--- config.mk ---
export PLATFORM = sky130hd
export DESIGN_NAME = rxz_cfg_regs
export DESIGN_NICKNAME = d
export VERILOG_FILES = /design/src/design/rxz_pkg.sv /design/src/design/rxz_cfg_regs.sv
export SDC_FILE = /design/constraint.sdc
export NUM_CORES = 1
export LEC_CHECK = 0
export BUFFER_PORTS_ARGS = -buffer_cell sky130_fd_sc_hd__buf_2
export CAP_MARGIN = 5
export CORE_MARGIN = 10
export CORE_UTILIZATION = 46
export CTS_CLUSTER_SIZE = 10
export DETAILED_ROUTE_END_ITERATION = 12
export PLACE_DENSITY = 0.76
export RECOVER_POWER = 50
export SYNTH_ARGS = -nofsm -noshare
export SYNTH_HDL_FRONTEND = slang
export SYNTH_SLANG_ARGS = --single-unit
--- constraint.sdc ---
create_clock -name clk -period 1.1 [get_ports clk]
set_input_delay 0.22 -clock clk [delete_from_list [all_inputs] [get_ports clk]]
set_output_delay 0.22 -clock clk [all_outputs]
set_load 0.01 [all_outputs]
--- src/design/rxz_pkg.sv ---
package rxz_pkg;

  localparam int unsigned FracBitsDefault = 16;
  localparam int unsigned WordBits = 32;
  localparam int unsigned TexBits = 17;
  localparam int unsigned TexFracBits = 16;

  typedef enum logic [2:0] {
    REG_X_LO   = 3'd0,
    REG_X_HI   = 3'd1,
    REG_Z_LO   = 3'd2,
    REG_Z_HI   = 3'd3,
    REG_HEIGHT = 3'd4
  } reg_index_t;

  typedef struct packed {
    logic signed [WordBits-1:0] x_lo;
    logic signed [WordBits-1:0] x_hi;
    logic signed [WordBits-1:0] z_lo;
    logic signed [WordBits-1:0] z_hi;
    logic signed [WordBits-1:0] height;
  } rect_cfg_t;

  // Face normal of the upper face.
  localparam logic signed [1:0] NormalUp   = 2'sd1;
  localparam logic signed [1:0] NormalDown = -2'sd1;

endpackage

--- src/design/rxz_cfg_regs.sv ---
// Rectangle configuration registers.
module rxz_cfg_regs (
  input  logic              clk,
  input  logic              rst,
  input  logic              cfg_valid,
  output logic              cfg_ready,
  input  logic [2:0]        cfg_index,
  input  logic [31:0]       cfg_data,
  output rxz_pkg::rect_cfg_t rect
);
  import rxz_pkg::*;

  assign cfg_ready = 1'b1;

  always_ff @(posedge clk) begin
    if (rst) begin
      rect <= '0;
    end else if (cfg_valid) begin
      case (cfg_index)
        REG_X_LO:   rect.x_lo   <= cfg_data;
        REG_X_HI:   rect.x_hi   <= cfg_data;
        REG_Z_LO:   rect.z_lo   <= cfg_data;
        REG_Z_HI:   rect.z_hi   <= cfg_data;
        REG_HEIGHT: rect.height <= cfg_data;
        default: ;
      endcase
    end
  end

endmodule

# [After elaboration in Yosys (flattened, before gate mapping)]
# Cells that the tools add are included.
[totals] latchBits=0 mem_bits_rw=0 output_inout_bits=161 ff_bits=160 memories=0 wordCells=15 romBits=0 inputBits=38
[op_classes] n_lt_le_gt_ge=0 n_shift=0 mux=0 bitwise=0 reduce_logical=6 n_div=0 add_sub_neg=0 n_mul=0 n_eq_ne=4
[op_table] operator="$reduce_and 2->1" n=5
[op_table] operator="$eq 3x2->1 const B" n=2
[op_table] operator="$eq 3x1->1 const B" n=1
[op_table] operator="$eq 3x3->1 const B" n=1
[op_table] operator="$logic_not 3->1" n=1

# [Depth between registers and ports, before layout]
# Gate-level depths: netlist of run 1.
[depth] depth_word=2 depth_mapped=4 mapped_depth_nobuf=2

# [Worst setup path before layout of run 1]
# No wires, ideal clock.
[synth_timing] kind="input to register" from="input port cfg_index[0]" to="register rect[149] in the netlist's numbering" t_required_ns=0.978 cell_stages=3 setup_ns=0.122 t_arrival_ns=1.019 n_path_buf=1 slack_ns=-0.041 path_cell_list="or4b_1 > buf_6 > mux2i_1"
[synth_between] elab_chain_cells=2
[synth_rtl] item="start, declared" line_no="rxz_cfg_regs.sv:7" source="input logic [2:0] cfg_index,"
[synth_rtl] item="$logic_not 3->1" line_no="rxz_cfg_regs.sv:19" source="case (cfg_index)"
[synth_rtl] item="$reduce_and 2->1 (no source line)"
[synth_rtl] item="end, declared" line_no="rxz_cfg_regs.sv:9" source="output rxz_pkg::rect_cfg_t rect"
# No other way between the ends.
# A chain may end at the register's enable or synchronous reset.

# [Final worst setup path of run 1]
[layout_timing] from="register rect[107] in the netlist's numbering" to="output port rect[107] in the netlist's numbering"
# No word-level cell between the ends.

==> out/summary.txt, run 1 <==
WORST SETUP PATH
-------------------------------------------------------------------------------------------------
Kind of cell adding the most delay to the critical path                                flip-flops
Terminus of the critical flop-to-flop path                                               rect[49]
Worst-case reg-to-reg path depth                                                                4
Crit. End Element                                                                    primary output
Required @ worst endpoint                                                                 0.88 ns
Ordered list of cells on the worst path                                                     buf_6
Slowest Stage Delay on Critical Path                                                      0.36 ns
Reg2reg start                                                                            rect[49]
Worst Path Class, Setup                                                                   reg2out
Slowest-stage cell, CP                                                               sky130_fd_sc_hd__dfxtp_2
Buffers & Inverters on Critical Path                                                            1
Kind of launch point of the worst setup path                                                 flop
Setup slack of the worst register-to-register path                                        0.23 ns
Crit path arrival time                                                                    0.89 ns
Max FO, Critical Path                                                                           2

STA
-------------------------------------------------------------------------------------------------
Clock skew                                                                                   0 ns
Final hold violations                                                                           0
Unrepaired setup endpoints after global routing                                               yes
Minimum setup slack in the final design                                                -0.0147 ns
Pins over their slew limit                                                                      0
Final total negative setup slack                                                       -0.0321 ns
Post-route fraction of the period consumed by the critical path                              101%
Maximum frequency from static timing analysis                                             897 MHz
Post-layout min period                                                                    1.11 ns
Number of setup violations in the final report                                                  5
Final worst hold slack                                                                   0.168 ns

CELLS AND AREA
-------------------------------------------------------------------------------------------------
Post-Layout Inst Area                                                                    9960 um2
Antenna diode instance count                                                                    0
Final nets                                                                                    869
Number of flip-flops under the largest register name                                          160
Fill cells                                                                                    818
Highest-count cells in the layout ignoring fill and taps                             192 x sky130_fd_sc_hd__nand2b_1, 160 x sky130_fd_sc_hd__mux2i_1, 160 x sky130_fd_sc_hd__buf_6, 160 x sky130_fd_sc_hd__dfxtp_2, 82 x sky130_fd_sc_hd__buf_4
Largest registers                                                                       rect x160
Share of final-layout standard cells stronger than drive strength 1                         57.8%
Count of non-filler cells in the finished layout                                             1020
Area growth, synth to finish                                                                58.1%
Largest Register                                                                             rect
Fin util                                                                                    74.6%
Most common library cell in the layout ignoring fill and taps                        sky130_fd_sc_hd__nand2b_1

YOSYS
-------------------------------------------------------------------------------------------------
Post-synth net total                                                                          598
Cell type with the highest aggregate area in the netlist                             sky130_fd_sc_hd__dfxtp_1
Post-Synthesis Cells                                                                          560
Number of distinct library cell variants in the gate-level netlist after synthesis             13
Post-Synthesis Cell Area                                                                 6300 um2
Yosys top cell area share                                                                   50.8%
#FFs+latches synth                                                                            160
Total of warnings raised by yosys                                                               0
Largest cells by area after synthesis                                                sky130_fd_sc_hd__dfxtp_1 51%, sky130_fd_sc_hd__mux2i_1 25%, sky130_fd_sc_hd__nand2b_1 19%, sky130_fd_sc_hd__buf_4 1.3%, sky130_fd_sc_hd__clkbuf_1 1.3%
Proportion of synthesized chip area in sequential cells                                     50.8%
Syn Area/Cell                                                                            11.3 um2

POWER
-------------------------------------------------------------------------------------------------
Worst IR drop on VDD                                                                       842 uV
Sequential cell fraction of total power                                                     44.7%
Static power due to leakage                                                               4.93 nW
Cell Pwr Density                                                                      1360 nW/um2
Part of the total power dissipated in combinational logic                                    8.7%
Switching share of total power                                                              22.3%
Switching component of the power                                                          3.01 mW
Relative contribution of the clock network to total power                                   46.5%
Internal power consumption                                                                10.5 mW
Overall power after layout                                                                13.5 mW

PLACEMENT
-------------------------------------------------------------------------------------------------
Cell area reported after detailed placement                                              7690 um2
Half-perimeter wire length of the detailed placement result                               12.6 mm
Placed Cells incl. Taps                                                                       920
Routability cong.                                                                           0.817
Total of buffers placed on input and output ports                                             197
Pre-CTS worst setup slack                                                               -0.240 ns

HOLD PATH
-------------------------------------------------------------------------------------------------
Hold Crit Class                                                                            in2reg
Hold_sp                                                                              cfg_data[11]
Hold Path End                                                                            rect[75]
Hold Crit Depth                                                                                 3

ROUTE
-------------------------------------------------------------------------------------------------
Routed WL per cell                                                                        20.0 um
Detailed-router iteration count before antenna repair                                           6
Vias per cell                                                                                5.00
Vias after detailed routing                                                                  5104
Drt total wl                                                                              20.4 mm
Violation count after the first detailed-routing iteration                                    222
Number of remaining DRC errors                                                                  0
Number of nets with antenna violations after detailed routing                                   0

FLOORPLAN
-------------------------------------------------------------------------------------------------
Width of the die                                                                           137 um
Full die area                                                                           18800 um2
Cell Rows                                                                                      42
Chip height                                                                                137 um
Starting Density                                                                            47.2%
Core outline area                                                                       13300 um2
Number of ports placed on the die boundary                                                    199

GLOBAL ROUTING
-------------------------------------------------------------------------------------------------
First-pass GRT wire length                                                                30.1 mm
Congestion Overflow GR                                                                          0
Vias in the first global route                                                               5232
Maximum number of pins on one net before global-route repair                                   46
Antenna violations before repair                                                                0
Gr usage total                                                                              20.6%

CLOCK NETWORK
-------------------------------------------------------------------------------------------------
Inserted Clock Buffers                                                                         17
Clock edge transition at the registers on the reported setup and hold paths               0.06 ns
Clock Latency Late Sink                                                                   0.42 ns
Maximum root-to-sink buffer count                                                               2
Root cell of the clock tree                                                          sky130_fd_sc_hd__clkbuf_16
CTS Sinks                                                                                     160
CTS tree                                                                                     done
Level count of the clock H-tree                                                                 4

OUTCOME
-------------------------------------------------------------------------------------------------
Violated checks                                                                      negative setup slack
Result of the run                                                                    complete, but fails checks

RUN
-------------------------------------------------------------------------------------------------
Max-cap check violation count                                                                   0

[cell type report]
| type | count | area (um2) | area share, % |
|---|---|---|---|
| clock buffer | 19 | 453 | 4.55 |
| multi-input combinational | 360 | 2950 | 29.6 |
| timing repair buffer | 292 | 2750 | 27.6 |
| clock inverter | 13 | 186 | 1.87 |
| sequential | 160 | 3400 | 34.2 |
| tap | 176 | 220 | 2.21 |
[metal layers]
layer	vias up	track usage, %	routed length (um)
met1	2498	23.8	8060
met4	0	7.44	387
met2	182	35.2	10500
met5	-	0	0
li1	2390	-	-
met3	34	6.23	1520
[repair_timing]
item	in CTS	in global routing
setup endpoints to repair	160	142
resized for setup	318	3
hold buffers	0	0
buffers inserted	13	55
[power by group through the flow]
stage / combinational (mW) / clock (mW) / sequential, mW
floorplan: 0.471 / 0 / 6.17
detailed placement: 0.961 / 0 / 6.12
global placement: 0.942 / 0 / 6.12
CTS: 1.12 / 6.36 / 6.05
finish: 1.18 / 6.30 / 6.05
global route: 1.26 / 6.67 / 6.06
[worst max-delay path by stage]
stage	depth (start not counted)	endpoint	startpoint	slack, ns
6_report	1	rect[107]	rect[107]	-0.01
5_1_grt	1	rect[107]	rect[107]	-0.04
4_1_cts	1	rect[95]	rect[95]	-0.02
3_5_place_dp	5	rect[123]	cfg_index[1]	-0.24
3_3_place_gp	3	rect[156]	cfg_index[0]	-0.22
2_1_floorplan	3	rect[149]	cfg_index[0]	-0.03
[worst min-delay path: cells and delay by family]
family | cells | cell delay (ns)
buf+inv | 1 | 0.07
simple gates | 1 | 0.11
mux | 1 | 0.14
[logic make-up (layout without fill, tap and decap cells)]
group / count (synthesis) / in the layout / synth area share, %
multiplexers: 160 / 160 / 25.4
AND/OR/NAND/NOR: 199 / 199 / 20.4
buffers and inverters: 40 / 324 / 3.28
other: 1 / 1 / 0.0595
flip-flops: 160 / 160 / 50.8
[cells in the mapped netlist]
cell type,instances
sky130_fd_sc_hd__buf_4,11
sky130_fd_sc_hd__conb_1,1
sky130_fd_sc_hd__dfxtp_1,160
sky130_fd_sc_hd__or4b_1,1
sky130_fd_sc_hd__buf_6,1
sky130_fd_sc_hd__nand2b_1,192
sky130_fd_sc_hd__nor4b_4,1
sky130_fd_sc_hd__mux2i_1,160
sky130_fd_sc_hd__clkbuf_1,22
sky130_fd_sc_hd__buf_2,6
sky130_fd_sc_hd__nand4b_1,1
sky130_fd_sc_hd__nand4bb_1,3
sky130_fd_sc_hd__nor4bb_1,1
Power figures use the tool's default switching activity.
==> inputs of run 2 (changes only) <==
--- a/config.mk
+++ b/config.mk
@@ -13,6 +13,7 @@
 export DETAILED_ROUTE_END_ITERATION = 12
 export PLACE_DENSITY = 0.76
 export RECOVER_POWER = 50
+export SETUP_SLACK_MARGIN = 0.15
 export SYNTH_ARGS = -nofsm -noshare
 export SYNTH_HDL_FRONTEND = slang
 export SYNTH_SLANG_ARGS = --single-unit
==> out/summary.txt, run 2 (synthesized netlist as in run 1, its figures left out) <==
STA
------------------------------------------------------------------------------------------
Clock skew                                                                            0 ns
Post-route fraction of the period consumed by the critical path                       101%
Pins over their slew limit                                                               0
Number of setup violations in the final report                                          28
Minimum setup slack in the final design                                         -0.0155 ns
Unrepaired setup endpoints after global routing                                        yes
Post-layout min period                                                             1.12 ns
Maximum frequency from static timing analysis                                      896 MHz
Final total negative setup slack                                                 -0.167 ns
Max-Slew Margin vs Limit                                                             63.1%
Final hold violations                                                                    0
Slew at the pin closest to its max-slew limit                                     0.554 ns

CLOCK NETWORK
------------------------------------------------------------------------------------------
Clock Latency Late Sink                                                            0.43 ns
Inserted Clock Buffers                                                                  17
Level count of the clock H-tree                                                          4
Clock edge transition at the registers on the reported setup and hold paths        0.06 ns
Hold buffer count at CTS                                                                 0
CTS Sinks                                                                              160
Maximum root-to-sink buffer count                                                        2
Root cell of the clock tree                                                   sky130_fd_sc_hd__clkbuf_16
CTS tree                                                                              done

CELLS AND AREA
------------------------------------------------------------------------------------------
Share of final-layout standard cells stronger than drive strength 1                  57.9%
Most common library cell in the layout ignoring fill and taps                 sky130_fd_sc_hd__nand2b_1
Fill cells                                                                             832
Highest-count cells in the layout ignoring fill and taps                      192 x sky130_fd_sc_hd__nand2b_1, 160 x sky130_fd_sc_hd__mux2i_1, 160 x sky130_fd_sc_hd__buf_6, 160 x sky130_fd_sc_hd__dfxtp_2, 91 x sky130_fd_sc_hd__buf_4
Largest registers                                                                rect x160
Largest Register                                                                      rect
Area growth, synth to finish                                                         58.4%
Final nets                                                                             876
Fin util                                                                             74.8%
Number of flip-flops under the largest register name                                   160

GLOBAL ROUTING
------------------------------------------------------------------------------------------
Maximum number of pins on one net before global-route repair                            48
Antenna violations before repair                                                         1
Gr usage total                                                                       20.5%
First-pass GRT wire length                                                         29.9 mm
Congestion Overflow GR                                                                   0
Vias in the first global route                                                        5376

FLOORPLAN
------------------------------------------------------------------------------------------
Number of ports placed on the die boundary                                             199
Cell Rows                                                                               42
Starting Density                                                                     47.2%
Chip height                                                                         137 um
Full die area                                                                    18800 um2
Width of the die                                                                    137 um
Core outline area                                                                13300 um2

ROUTE
------------------------------------------------------------------------------------------
Drt total wl                                                                       20.7 mm
Number of remaining DRC errors                                                           0
Detailed-router iteration count before antenna repair                                    4
Number of nets with antenna violations after detailed routing                            0
Routed WL per cell                                                                 20.1 um
Vias per cell                                                                         4.97
Violation count after the first detailed-routing iteration                             206
Vias after detailed routing                                                           5106

POWER
------------------------------------------------------------------------------------------
Worst IR drop on VDD                                                               1070 uV
Static power due to leakage                                                        4.97 nW
Cell Pwr Density                                                               1360 nW/um2
Overall power after layout                                                         13.5 mW

WORST SETUP PATH
------------------------------------------------------------------------------------------
Max FO, Critical Path                                                                    2
Crit. End Element                                                             primary output
Kind of cell adding the most delay to the critical path                         flip-flops
Slowest Stage Delay on Critical Path                                               0.36 ns
Required @ worst endpoint                                                          0.88 ns
Slowest-stage cell, CP                                                        sky130_fd_sc_hd__dfxtp_2
Worst Path Class, Setup                                                            reg2out
Setup slack of the worst register-to-register path                                 0.23 ns
Ordered list of cells on the worst path                                              buf_6
Buffers & Inverters on Critical Path                                                     1
Crit path arrival time                                                             0.90 ns
Kind of launch point of the worst setup path                                          flop

PLACEMENT
------------------------------------------------------------------------------------------
Total of buffers placed on input and output ports                                      197
Half-perimeter wire length of the detailed placement result                        12.8 mm
Routability cong.                                                                    0.772

RUN
------------------------------------------------------------------------------------------
Max-cap check violation count                                                            0

HOLD PATH
------------------------------------------------------------------------------------------
Hold Crit Class                                                                     in2reg

OUTCOME
------------------------------------------------------------------------------------------
Violated checks                                                               negative setup slack
Result of the run                                                             complete, but fails checks

[run 2: layout make-up]
cell class	instances	area (um2)	area share (%)
Tap cell	176	220	2.21
Antenna cell	1	2.50	0.0251
Timing Repair Buffer	299	2800	28.1
Multi-Input combinational cell	360	2920	29.3
Clock buffer	23	478	4.79
Sequential cell	160	3400	34.1
Clock inverter	9	155	1.55
[run 2: repair_timing]
action	in CTS	in global routing
resized for setup	323	0
setup buffers	31	49
endpoints found under the setup margin	160	160
gates cloned	0	0
[run 2: final timing paths]
check	from	endpoint	depth (start not counted)
min reg2reg	rect[137]	rect[137]	2
max	rect[29]	rect[29]	1
max reg2reg	rect[65]	rect[65]	4
min	cfg_data[13]	rect[45]	3
[run 2: layer usage]
layer | GRT usage, % | routed length (um) | vias up | share of wire, %
li1 | - | - | 2404 | -
met1 | 21.7 | 7710 | 2502 | 37
met2 | 36.8 | 11000 | 166 | 53
met3 | 6.30 | 1430 | 34 | 6.9
met4 | 8.84 | 513 | 0 | 2.5
met5 | 0 | 0 | - | 0
[run 2: metrics by stage]
step	cell area, um2	setup slack (ns)	instances	hold slack [ns]
after floorplan	6350	-0.0252	560	0.417
after global placement	7630	-0.194	915	0.455
after detailed placement	7630	-0.221	915	0.460
after CTS	9700	-0.0313	978	0.146
after global routing	9980	-0.0489	1027	0.180
final	9980	-0.0155	1028	0.160
[run 2: report_power, final]
| group | internal [mW] | leakage [nW] | switching [mW] |
|---|---|---|---|
| sequential | 5.95 | 1.37 | 0.106 |
| clock | 3.98 | 0.307 | 2.32 |
| combinational | 0.645 | 3.29 | 0.526 |
